==> src/rsmp_pkg.sv <==
// Shared types and constants of the polyline arc-length resampler.
`timescale 1ns / 1ps
`default_nettype none
package rsmp_pkg;

   localparam int CW          = 32;   // coordinate width
   localparam int DW          = 33;   // coordinate difference width
   localparam int ROOT_W      = 34;   // segment length width
   localparam int ACC_W       = 67;   // product accumulator width
   localparam int NUM_W       = 68;   // iterative unit numerator shift register
   localparam int REM_W       = 37;   // iterative unit partial remainder
   localparam int CNT_W       = 6;
   localparam int K_W         = 6;
   localparam int MAX_SAMPLES = 64;
   localparam int SQRT_STEPS  = 34;
   localparam int NDIV_STEPS  = 34;
   localparam int IDIV_STEPS  = 33;
   localparam logic [CW-1:0] RESET_STEP = 32'h0001_0000;

   typedef struct packed {
      logic signed [CW-1:0] x_in;
      logic signed [CW-1:0] y_in;
      logic signed [CW-1:0] z_in;
      logic                 first_vertex;
   } req_type;

   typedef struct packed {
      logic signed [CW-1:0] x_out;
      logic signed [CW-1:0] y_out;
      logic signed [CW-1:0] z_out;
      logic                 last;
      logic                 dropped;
   } rsp_type;

   typedef struct packed {
      logic clear;
      logic hi;
   } mul_ctl_type;

   typedef struct packed {
      logic load;
      logic step;
      logic sqrt;
   } iter_ctl_type;

   typedef enum logic [9:0] {
      ST_IDLE = 10'b00_0000_0001,
      ST_SQR  = 10'b00_0000_0010,
      ST_ROOT = 10'b00_0000_0100,
      ST_CHK  = 10'b00_0000_1000,
      ST_NDIV = 10'b00_0001_0000,
      ST_PLAN = 10'b00_0010_0000,
      ST_MUL  = 10'b00_0100_0000,
      ST_DIV  = 10'b00_1000_0000,
      ST_ADD  = 10'b01_0000_0000,
      ST_OUT  = 10'b10_0000_0000
   } state_type;

endpackage
`default_nettype wire

==> src/polyline_arc_length_resampler_top.sv <==
// Top level of the polyline arc-length resampler: sequencer, state and ports.
// A first vertex (or any vertex before one was seen) is only stored as the start
// point. Every other vertex finds its segment length by a multiply, a square root
// and a check; when at least one sample lands in it, it then divides to count its
// samples. Each sample is built in the single iterative divide unit: a multiply, a
// divide and an add for each of x, y and z, then an output state in which the sample
// waits until it is taken. The block takes no request while a vertex is in work.
// The step register may be written at any time the block is idle; csr_ready is
// always high.
`timescale 1ns / 1ps
`default_nettype none
module polyline_arc_length_resampler_top import rsmp_pkg::*; (
   input  wire logic          clock,
   input  wire logic          reset,
   input  wire logic          req_valid,
   output      logic          req_stall,
   input  wire req_type       req_data,
   output      logic          rsp_valid,
   input  wire logic          rsp_stall,
   output      rsp_type       rsp_data,
   input  wire logic          csr_valid,
   output      logic          csr_ready,
   input  wire logic [CW-1:0] csr_data
);

   state_type          state_ff, state_in;
   logic [CNT_W-1:0]   cnt_ff, cnt_in;
   logic [1:0]         coord_ff, coord_in;
   logic               have_prev_ff, have_prev_in;
   logic [CW-1:0]      off_ff, off_in;
   logic [CW-1:0]      step_ff, step_in;
   logic               rsp_valid_ff, rsp_valid_in;
   logic [K_W-1:0]     k_ff, k_in, klast_ff, klast_in;

   logic signed [CW-1:0] prev_x_ff, prev_y_ff, prev_z_ff, prev_x_in, prev_y_in, prev_z_in;
   logic signed [CW-1:0] vtx_x_ff, vtx_y_ff, vtx_z_ff, vtx_x_in, vtx_y_in, vtx_z_in;
   logic signed [DW-1:0] dx_ff, dy_ff, dz_ff, dx_in, dy_in, dz_in;
   logic [CW-1:0]        newoff_ff, newoff_in;
   logic [ROOT_W-1:0]    ri_ff, ri_in, p_ff, p_in;
   logic                 drop_ff, drop_in;
   rsp_type              rsp_ff, rsp_in;

   mul_ctl_type        mctl;
   iter_ctl_type       ictl;
   logic [DW-1:0]      mul_a;
   logic [ROOT_W-1:0]  mul_b;
   logic [ACC_W-1:0]   acc;
   logic [REM_W-1:0]   load_rem, irem;
   logic [NUM_W-1:0]   load_num;
   logic [ROOT_W-1:0]  divisor, iquo, ri_left;
   logic signed [DW-1:0] d_sel;
   logic signed [CW-1:0] base_sel;
   logic [DW-1:0]      mag_x, mag_y, mag_sel;
   logic [DW-1:0]      sum;
   logic               req_acc, finish;

   rsmp_mul u_mul (
      .clock (clock),
      .ctl   (mctl),
      .a     (mul_a),
      .b     (mul_b),
      .acc   (acc)
   );

   rsmp_iter u_iter (
      .clock    (clock),
      .ctl      (ictl),
      .load_rem (load_rem),
      .load_num (load_num),
      .divisor  (divisor),
      .quo      (iquo),
      .rem      (irem)
   );

   always_comb begin
      case (coord_ff)
         2'd0: begin
            d_sel    = dx_ff;
            base_sel = prev_x_ff;
         end
         2'd1: begin
            d_sel    = dy_ff;
            base_sel = prev_y_ff;
         end
         default: begin
            d_sel    = dz_ff;
            base_sel = prev_z_ff;
         end
      endcase
      mag_x   = dx_ff[DW-1] ? DW'(0) - dx_ff : dx_ff;
      mag_y   = dy_ff[DW-1] ? DW'(0) - dy_ff : dy_ff;
      mag_sel = d_sel[DW-1] ? DW'(0) - d_sel : d_sel;
      ri_left = ri_ff - {2'b00, off_ff};
      sum     = d_sel[DW-1] ? {base_sel[CW-1], base_sel} - iquo[DW-1:0]
                            : {base_sel[CW-1], base_sel} + iquo[DW-1:0];
   end

   // Shared unit steering
   always_comb begin
      mctl.clear = (cnt_ff == '0);
      mctl.hi    = cnt_ff[0];
      if (state_ff == ST_SQR) begin
         mul_a = cnt_ff[1] ? mag_y : mag_x;
         mul_b = {1'b0, mul_a};
      end else begin
         mul_a = mag_sel;
         mul_b = p_ff;
      end
      ictl.load = (cnt_ff == '0);
      ictl.step = (cnt_ff != '0);
      ictl.sqrt = (state_ff == ST_ROOT);
      divisor   = (state_ff == ST_NDIV) ? {2'b00, step_ff} : ri_ff;
      case (state_ff)
         ST_ROOT: begin
            load_rem = '0;
            load_num = {1'b0, acc};
         end
         ST_NDIV: begin
            load_rem = '0;
            load_num = {ri_left, {ROOT_W{1'b0}}};
         end
         default: begin
            load_rem = {3'b000, acc[ACC_W-1:DW]};
            load_num = {acc[DW-1:0], {(NUM_W-DW){1'b0}}};
         end
      endcase
   end

   assign req_acc   = req_valid && !req_stall;
   assign req_stall = (state_ff != ST_IDLE);
   assign csr_ready = 1'b1;
   assign rsp_valid = rsp_valid_ff;
   assign rsp_data  = rsp_ff;

   always_comb begin
      state_in     = state_ff;
      cnt_in       = cnt_ff + CNT_W'(1);
      coord_in     = coord_ff;
      have_prev_in = have_prev_ff;
      off_in       = off_ff;
      step_in      = (csr_valid && csr_ready) ? csr_data : step_ff;
      rsp_valid_in = rsp_valid_ff;
      k_in         = k_ff;
      klast_in     = klast_ff;
      prev_x_in    = prev_x_ff;
      prev_y_in    = prev_y_ff;
      prev_z_in    = prev_z_ff;
      vtx_x_in     = vtx_x_ff;
      vtx_y_in     = vtx_y_ff;
      vtx_z_in     = vtx_z_ff;
      dx_in        = dx_ff;
      dy_in        = dy_ff;
      dz_in        = dz_ff;
      newoff_in    = newoff_ff;
      ri_in        = ri_ff;
      p_in         = p_ff;
      drop_in      = drop_ff;
      rsp_in       = rsp_ff;
      finish       = 1'b0;

      case (state_ff)
         ST_IDLE: begin
            cnt_in = '0;
            if (req_acc) begin
               if (req_data.first_vertex || !have_prev_ff) begin
                  prev_x_in    = req_data.x_in;
                  prev_y_in    = req_data.y_in;
                  prev_z_in    = req_data.z_in;
                  have_prev_in = 1'b1;
                  off_in       = '0;
               end else begin
                  vtx_x_in = req_data.x_in;
                  vtx_y_in = req_data.y_in;
                  vtx_z_in = req_data.z_in;
                  dx_in    = DW'(req_data.x_in) - DW'(prev_x_ff);
                  dy_in    = DW'(req_data.y_in) - DW'(prev_y_ff);
                  dz_in    = DW'(req_data.z_in) - DW'(prev_z_ff);
                  state_in = ST_SQR;
               end
            end
         end
         ST_SQR: begin
            if (cnt_ff == CNT_W'(3)) begin
               cnt_in   = '0;
               state_in = ST_ROOT;
            end
         end
         ST_ROOT: begin
            if (cnt_ff == CNT_W'(SQRT_STEPS)) begin
               cnt_in   = '0;
               state_in = ST_CHK;
            end
         end
         ST_CHK: begin
            cnt_in = '0;
            ri_in  = iquo;
            if (iquo == '0) begin
               finish = 1'b1;
            end else if (step_ff == '0) begin
               off_in = '0;
               finish = 1'b1;
            end else if ({2'b00, off_ff} <= iquo) begin
               state_in = ST_NDIV;
            end else begin
               // no grid point in this segment: carry the distance left
               off_in = off_ff - iquo[CW-1:0];
               finish = 1'b1;
            end
         end
         ST_NDIV: begin
            if (cnt_ff == CNT_W'(NDIV_STEPS)) begin
               cnt_in   = '0;
               state_in = ST_PLAN;
            end
         end
         ST_PLAN: begin
            cnt_in    = '0;
            drop_in   = (iquo >= ROOT_W'(MAX_SAMPLES));
            klast_in  = drop_in ? K_W'(MAX_SAMPLES - 1) : iquo[K_W-1:0];
            newoff_in = step_ff - irem[CW-1:0];
            p_in      = {2'b00, off_ff};
            k_in      = '0;
            coord_in  = '0;
            state_in  = ST_MUL;
         end
         ST_MUL: begin
            if (cnt_ff == CNT_W'(1)) begin
               cnt_in   = '0;
               state_in = ST_DIV;
            end
         end
         ST_DIV: begin
            if (cnt_ff == CNT_W'(IDIV_STEPS)) begin
               cnt_in   = '0;
               state_in = ST_ADD;
            end
         end
         ST_ADD: begin
            cnt_in = '0;
            case (coord_ff)
               2'd0:    rsp_in.x_out = sum[CW-1:0];
               2'd1:    rsp_in.y_out = sum[CW-1:0];
               default: rsp_in.z_out = sum[CW-1:0];
            endcase
            if (coord_ff == 2'd2) begin
               rsp_in.last    = (k_ff == klast_ff);
               rsp_in.dropped = drop_ff;
               rsp_valid_in   = 1'b1;
               state_in       = ST_OUT;
            end else begin
               coord_in = coord_ff + 2'd1;
               state_in = ST_MUL;
            end
         end
         ST_OUT: begin
            cnt_in = '0;
            if (!rsp_stall) begin
               rsp_valid_in = 1'b0;
               if (k_ff == klast_ff) begin
                  off_in = newoff_ff;
                  finish = 1'b1;
               end else begin
                  k_in     = k_ff + K_W'(1);
                  p_in     = p_ff + {2'b00, step_ff};
                  coord_in = '0;
                  state_in = ST_MUL;
               end
            end
         end
         default: begin
            state_in = ST_IDLE;
         end
      endcase

      if (finish) begin
         prev_x_in = vtx_x_ff;
         prev_y_in = vtx_y_ff;
         prev_z_in = vtx_z_ff;
         state_in  = ST_IDLE;
      end
   end

   always_ff @(posedge clock) begin
      if (reset) begin
         state_ff     <= ST_IDLE;
         cnt_ff       <= '0;
         coord_ff     <= '0;
         have_prev_ff <= 1'b0;
         off_ff       <= '0;
         step_ff      <= RESET_STEP;
         rsp_valid_ff <= 1'b0;
         k_ff         <= '0;
         klast_ff     <= '0;
         prev_x_ff    <= '0;
         prev_y_ff    <= '0;
         prev_z_ff    <= '0;
      end else begin
         state_ff     <= state_in;
         cnt_ff       <= cnt_in;
         coord_ff     <= coord_in;
         have_prev_ff <= have_prev_in;
         off_ff       <= off_in;
         step_ff      <= step_in;
         rsp_valid_ff <= rsp_valid_in;
         k_ff         <= k_in;
         klast_ff     <= klast_in;
         prev_x_ff    <= prev_x_in;
         prev_y_ff    <= prev_y_in;
         prev_z_ff    <= prev_z_in;
      end
   end

   always_ff @(posedge clock) begin
      vtx_x_ff  <= vtx_x_in;
      vtx_y_ff  <= vtx_y_in;
      vtx_z_ff  <= vtx_z_in;
      dx_ff     <= dx_in;
      dy_ff     <= dy_in;
      dz_ff     <= dz_in;
      newoff_ff <= newoff_in;
      ri_ff     <= ri_in;
      p_ff      <= p_in;
      drop_ff   <= drop_in;
      rsp_ff    <= rsp_in;
   end

endmodule
`default_nettype wire

==> src/rsmp_mul.sv <==
// Shared multiply-accumulate unit: 33 x 17 partial products into a 67-bit accumulator.
`timescale 1ns / 1ps
`default_nettype none
module rsmp_mul import rsmp_pkg::*; (
   input  wire logic              clock,
   input  wire mul_ctl_type       ctl,
   input  wire logic [DW-1:0]     a,
   input  wire logic [ROOT_W-1:0] b,
   output      logic [ACC_W-1:0]  acc
);

   logic [ACC_W-1:0] acc_ff, acc_in;
   logic [16:0]      b_part;
   logic [49:0]      pp;
   logic [ACC_W-1:0] pp_sh;

   always_comb begin
      b_part = ctl.hi ? b[33:17] : b[16:0];
      pp     = a * b_part;
      pp_sh  = ctl.hi ? {pp, 17'b0} : {17'b0, pp};
      acc_in = (ctl.clear ? '0 : acc_ff) + pp_sh;
   end

   always_ff @(posedge clock) begin
      acc_ff <= acc_in;
   end

   assign acc = acc_ff;

endmodule
`default_nettype wire

==> src/rsmp_iter.sv <==
// Shared restoring unit: one square-root digit or one quotient bit per cycle while stepping.
`timescale 1ns / 1ps
`default_nettype none
module rsmp_iter import rsmp_pkg::*; (
   input  wire logic              clock,
   input  wire iter_ctl_type      ctl,
   input  wire logic [REM_W-1:0]  load_rem,
   input  wire logic [NUM_W-1:0]  load_num,
   input  wire logic [ROOT_W-1:0] divisor,
   output      logic [ROOT_W-1:0] quo,
   output      logic [REM_W-1:0]  rem
);

   logic [REM_W-1:0]  rem_ff, rem_in, rem_sh, trial;
   logic [NUM_W-1:0]  num_ff, num_in;
   logic [ROOT_W-1:0] quo_ff, quo_in;
   logic [REM_W:0]    diff;

   always_comb begin
      if (ctl.sqrt) begin
         rem_sh = {rem_ff[REM_W-3:0], num_ff[NUM_W-1 -: 2]};
         trial  = {1'b0, quo_ff, 2'b01};
      end else begin
         rem_sh = {rem_ff[REM_W-2:0], num_ff[NUM_W-1]};
         trial  = {3'b0, divisor};
      end
      diff   = {1'b0, rem_sh} - {1'b0, trial};
      rem_in = rem_ff;
      num_in = num_ff;
      quo_in = quo_ff;
      if (ctl.load) begin
         rem_in = load_rem;
         num_in = load_num;
         quo_in = '0;
      end else if (ctl.step) begin
         num_in = ctl.sqrt ? {num_ff[NUM_W-3:0], 2'b00} : {num_ff[NUM_W-2:0], 1'b0};
         if (!diff[REM_W]) begin
            rem_in = diff[REM_W-1:0];
            quo_in = {quo_ff[ROOT_W-2:0], 1'b1};
         end else begin
            rem_in = rem_sh;
            quo_in = {quo_ff[ROOT_W-2:0], 1'b0};
         end
      end
   end

   always_ff @(posedge clock) begin
      rem_ff <= rem_in;
      num_ff <= num_in;
      quo_ff <= quo_in;
   end

   assign quo = quo_ff;
   assign rem = rem_ff;

endmodule
`default_nettype wire

==> config.mk <==
export PLATFORM = sky130hd
export DESIGN_NAME = polyline_arc_length_resampler_top
export DESIGN_NICKNAME = d
export VERILOG_FILES = /design/src/rsmp_pkg.sv /design/src/polyline_arc_length_resampler_top.sv /design/src/rsmp_mul.sv /design/src/rsmp_iter.sv
export SDC_FILE = /design/constraint.sdc
export NUM_CORES = 2
export LEC_CHECK = 0
export BUFFER_PORTS_ARGS = -buffer_cell sky130_fd_sc_hd__buf_2
export CORE_MARGIN = 2
export CORE_UTILIZATION = 35
export DETAILED_ROUTE_END_ITERATION = 12
export HOLD_SLACK_MARGIN = 0.15
export PLACE_DENSITY = 0.55
export SLEW_MARGIN = 20
export SYNTH_ARGS = -nofsm -noshare
export SYNTH_HDL_FRONTEND = slang
export SYNTH_HIERARCHICAL = 1
export SYNTH_SLANG_ARGS = --single-unit
==> constraint.sdc <==
create_clock -name clock -period 18.9 [get_ports clock]
set_input_delay 0.945 -clock clock [delete_from_list [all_inputs] [get_ports clock]]
set_output_delay 0.945 -clock clock [all_outputs]
set_load 0.03 [all_outputs]
# Word-level counts from Yosys, hierarchy flattened
# Cells that the tools add are included.
# word_totals
output_inout_bits	101
wordCells	204
inputBits	134
regBits	791
# op_classes
n_mux	83
n_eq_ne	35
addsub	17
reduce_logical	33
n_bitwise	2
mul	1
n_lt_le_gt_ge	2
# op_table
cell	count
$mux 32	20
$mux 68	3
$mux 34	5
$mux 33	5
$mux 36	4
$pmux 68 s2	1
$mux 67	2
$mux 10	13
$pmux 10 s10	1
$sub 1x33->33 const A	3
$sub 32x32->33	3
$pmux 32 s3	1
$sub 32x32->32	3
$pmux 34 s2	1
$add 67x67->67	1
$pmux 33 s2	1
$pmux 32 s2	1
$mul 33x17->50	1
$mux 6	7
$sub 37x36->38	1
$mux 37	1
$add 34x32->34	1
$ge 34x7->1 const B	1
$le 32x34->1	1
other kinds (49)	92

# Logic depth before layout (Yosys ltp)
# depth
word_depth	8
mapped_depth	50
ltp_nobuf	45

# Modules after synthesis
# Netlist, hierarchy kept.
# modules_own_cells
module	area_each_um2	instances	cells_each	seq_area_each_um2
polyline_arc_length_resampler_top	40363.7	1	4419	15675.0
rsmp_mul	24673.7	1	3025	1341.3
rsmp_iter	9335.2	1	950	3833.7

# Least setup slack after synthesis
# Ideal clock, no wire load.
# synth_path
path_kind	register to register
startpoint	reg state_ff[6]
endpoint	reg dx_ff[0] (enable)
period_less_slack_ps	15789
required_ps	17909
stages_incl_launch_ff	6
setup_time_ps	991
slack_ps	3111
arrival_time_ps	14798
path_buffers	0
cell_sequence	dfxtp_1 -> nor2_1 -> nand4_1 -> nor3b_1 -> inv_1 -> nor3_1
# synth_between
elab_chain_cells	4
word_cells_on_any_way	5
cone_classes	eq/ne: 2; reduce/logical: 3
# synth_rtl
element	line_no	text
from (decl)	polyline_arc_length_resampler_top.sv:26	state_type state_ff, state_in;
from (signal assigned)	polyline_arc_length_resampler_top.sv:298	state_ff <= state_in;
$ne 10x1->1	polyline_arc_length_resampler_top.sv:130	assign req_stall = (state_ff != ST_IDLE);
net req_stall	polyline_arc_length_resampler_top.sv:16	output logic req_stall,
$logic_not 1->1	polyline_arc_length_resampler_top.sv:129	assign req_acc = req_valid && !req_stall;
$logic_and 1x1->1	polyline_arc_length_resampler_top.sv:129	
$reduce_and 3->1 (no line)	-	
to (signal assigned)	polyline_arc_length_resampler_top.sv:317	dx_ff <= dx_in;
to (decl)	polyline_arc_length_resampler_top.sv:37	logic signed [DW-1:0] dx_ff, dy_ff, dz_ff, dx_in, dy_in, dz_in;
# The timed path passes the listed nets, and every way through them passes these cells.
# A chain may end at the register's enable or synchronous reset.

# Worst setup path after layout
# layout_path
startpoint	reg dy_ff[3]
endpoint	reg u_mul.acc_ff[43], in the netlist u_mul/acc[43]
# layout_between
elab_chain_cells	8
word_cells_on_any_way	12
cone_classes	add/sub: 3; mul: 1; mux: 8
# layout_rtl
element	line_no	text
from (decl)	polyline_arc_length_resampler_top.sv:37	
from (signal assigned)	polyline_arc_length_resampler_top.sv:318	dy_ff <= dy_in;
$sub 1x33->33	polyline_arc_length_resampler_top.sv:91	mag_y = dy_ff[DW-1] ? DW'(0) - dy_ff : dy_ff;
$mux 33	polyline_arc_length_resampler_top.sv:91	
$mux 33	polyline_arc_length_resampler_top.sv:103	mul_a = cnt_ff[1] ? mag_y : mag_x;
$mux 34	polyline_arc_length_resampler_top.sv:102	if (state_ff == ST_SQR) begin
net mul_b[30]	polyline_arc_length_resampler_top.sv:46	logic [ROOT_W-1:0] mul_b;
$mux 17	rsmp_mul.sv:18	b_part = ctl.hi ? b[33:17] : b[16:0];
$mul 33x17->50	rsmp_mul.sv:19	pp = a * b_part;
$mux 67	rsmp_mul.sv:20	pp_sh = ctl.hi ? {pp, 17'b0} : {17'b0, pp};
$add 67x67->67	rsmp_mul.sv:21	acc_in = (ctl.clear ? '0 : acc_ff) + pp_sh;
net u_mul.acc_in[43]	rsmp_mul.sv:12	logic [ACC_W-1:0] acc_ff, acc_in;
to (signal assigned)	rsmp_mul.sv:25	acc_ff <= acc_in;
to (decl)	rsmp_mul.sv:12	
# The timed path passes the listed nets, and every way through them passes these cells.

==> metrics.md <==
| Metric | Value |
|---|---|
| Result of the run | `complete, but fails checks` |
| Violated checks | `DRC` |
| Number of CTS-inserted buffers | `91` |
| Remaining number of nets flagged by the antenna check after routing | `0` |
| Endpoint required time on the critical path | `19.53 ns` |
| Clock net sink count | `791` |
| Iteration count of the initial detailed-routing pass | `10` |
| Count of maximum capacitance violations | `0` |
| Kind of critical path | `flip-flop to flip-flop` |
| Share of final-layout standard cells stronger than drive strength 1 | `9.063%` |
| Effective utilization at floorplan | `35.14%` |
| Deepest level of the CTS H-tree | `3` |
| Hold crit path type | `primary input to flip-flop` |
| Post-layout instance area | `81,410 um2` |
| Warnings from Yosys | `6` |
| Type of origin of the critical path | `flip-flop` |
| Number of nets in the layout | `9,521` |
| Remaining Overflow, GRT | `0` |
| Clock Latency Late Sink | `0.74 ns` |
| Critical Path Sink Type | `flip-flop` |
| Mean instance size in the synthesized netlist | `8.859 um2` |
| Buffer cell driving the clock tree root | `sky130_fd_sc_hd__clkbuf_16` |
| Largest fanout on the critical path | `33` |
| Total half-perimeter wirelength after legalization and detailed placement | `about 200,000 um` |
| Gate count of the mapped netlist | `about 8,400` |
| Achievable frequency | `between 0.07 and 0.08 GHz` |
| All-layer global routing usage | `23.43%` |
| Max_slew headroom | `between 20 and 30%` |
| Minimum setup slack in the final design | `5.525 ns` |
| Summed instance area of the synthesized netlist | `74,300 um2` |
| Via-to-Cell Ratio | `5.421` |
| Worst stage delay on the critical path | `0.76 ns` |
| Final Hold Fails | `0` |
| Number of max-slew violations in the final report | `0` |
| Final weighted congestion in routability-driven placement | `a little under 1` |
| DRC errors left | `2` |
| Via count of the first global-routing pass | `just over 60,000` |
| Fin Setup TNS | `0 ns` |
| Start point of the worst hold path | `req_data[81]` |
| Die area | `216,000 um2` |
| IO Count | `235` |
| End of the worst register-to-register path | `u_mul/acc[43]` |
| Pre-CTS setup slack | `between 5 and 6 ns` |
| Via total after detailed routing | `approximately 61,000` |
| Count of port buffers added during placement | `233` |
| Horizontal die dimension | `464.7 um` |
| Max Root-Sink Buffers | `3` |
| Finished Core Util | `38.50%` |
| Hold-fix buffers, CTS | `0` |
| Worst path buffer plus inverter count | `5` |
| Area inside the core boundary | `211,500 um2` |
| Worst reg2reg setup slack | `5.52 ns` |
| Worst path most repeated cell | `sky130_fd_sc_hd__fa_1` |
| Actual transition at the worst max-transition pin | `1.081 ns` |
| Hold Crit Depth | `1` |
| Standard-cell row count | `169` |
| Final min period | `13.38 ns` |
| Wire length of the first global-routing pass | `387,600 um` |
| Initial antenna violation count | `2` |
| Height of the chip | `464.7 um` |
| Post-Place Cell Area | `78,320 um2` |
| Number of resized instances in the post-cts repair step | `0` |
| Unrepaired setup endpoints after global routing | `false` |
| Post-synthesis to final-layout area growth | `9.574%` |
| Part of the cycle the worst path needs | `70.77%` |
| Worst clock skew | `about 0.049 ns` |
| Capture endpoint of the worst hold path | `vtx_x_ff[16]` |
| Iteration-0 DRC count of the detailed router | `between 5,000 and 6,000` |
| Total Wirelength | `257,600 um` |
| Slowest library cell on the worst path | `sky130_fd_sc_hd__nor4_1` |
| Post-CTS repair timing setup buffer count | `0` |
| Clock transition at the register clock pins on the worst setup and hold paths after CTS | `0.06 ns` |
| Setup violators final | `0` |
| Kind of cell with the highest combined delay on the critical path | `simple AND/OR/NAND/NOR gates` |
| Largest net degree at the start of global routing | `150` |
| Wire length per cell after detailed routing | `22.75 um` |
| Arrival @ worst endpoint | `14.00 ns` |
| Reg2Reg Launch Point | `dy_ff[3]` |
| TritonCTS clock tree | `done` |
| Worst R2R Path Depth | `42` |
==> placed cells by master (no fill, tap or decap), types with 97 or more instances in the layout <==
master	n
sky130_fd_sc_hd__inv_1	902
sky130_fd_sc_hd__nor2_1	512
sky130_fd_sc_hd__a21oi_1	456
sky130_fd_sc_hd__xnor2_1	300
sky130_fd_sc_hd__buf_4	97
sky130_fd_sc_hd__buf_2	232
sky130_fd_sc_hd__edfxtp_1	498
sky130_fd_sc_hd__nand2_1	1045
sky130_fd_sc_hd__a21o_1	217
sky130_fd_sc_hd__xor2_1	148
sky130_fd_sc_hd__dfxtp_1	291
sky130_fd_sc_hd__fa_1	474
sky130_fd_sc_hd__mux2i_1	277
sky130_fd_sc_hd__nor2b_1	201
sky130_fd_sc_hd__ha_1	490
sky130_fd_sc_hd__nand3_1	123
sky130_fd_sc_hd__o21ai_0	412
sky130_fd_sc_hd__mux2_2	190
sky130_fd_sc_hd__and2_1	315
==> metrics by stage <==
stage	instances	hold slack, ns
after detailed placement	11150	0.4736
after global routing	11320	0.3953
after floorplan	8388	0.4003
after CTS	11320	0.3688
after global placement	11150	0.4535
final	11320	0.4316
==> routing by layer <==
metal	up-vias	track usage (%)	part of all wire, %
met5	-	0	0
met4	0	8.486	3.9
met3	325	3.024	6.2
met2	2058	36.72	44
met1	30240	32.93	45
li1	28740	-	-
==> final cells by class <==
| type | count | area [um2] |
|---|---|---|
| Timing Repair Buffer | 332 | 1939 |
| Fill cell | 21570 | 130000 |
| Clock inverter | 51 | 619.3 |
| Multi-Input combinational cell | 6300 | 48640 |
| Antenna cell | 4 | 10.01 |
| Inverter | 905 | 3402 |
| Clock buffer | 117 | 2445 |
| Sequential cell | 791 | 20820 |
| Tap cell | 2821 | 3530 |
==> worst register-to-register path: cells and delay by family, from the launching register on <==
kind | cells | cell delay [ns]
simple gates | 12 | 3.98
xor+xnor | 2 | 0.40
flops | 1 | 0.45
fa+ha+maj | 8 | 3.64
mux | 2 | 0.60
buf+inv | 5 | 0.48
compound gates | 13 | 3.72
==> worst max path at each step <==
stage,from,to,slack [ns],cells past startpoint
floorplan,state_ff[6],dx_ff[0],3.11,5
global placement,dx_ff[3],u_mul/acc[43],5.83,39
detailed placement,dx_ff[3],u_mul/acc[43],5.76,39
CTS,dx_ff[3],u_mul/acc[43],5.73,39
global route,dy_ff[3],u_mul/acc[63],4.87,42
finish,dy_ff[3],u_mul/acc[43],5.52,42
==> flip-flops by register name, indices dropped and copies added (netlist names), 33 cells and up <==
| name | flops |
|---|---|
| ri_ff | 34 |
| dy_ff | 33 |
| dz_ff | 33 |
| u_iter/rem | 36 |
| u_mul/acc | 67 |
| u_iter/num_ff | 68 |
| u_iter/quo | 34 |
| dx_ff | 33 |
| p_ff | 34 |
| rsp_data | 98 |
Power is not shown: default switching activity piles up to over one toggle a cycle in this logic, so the estimate is an artifact.
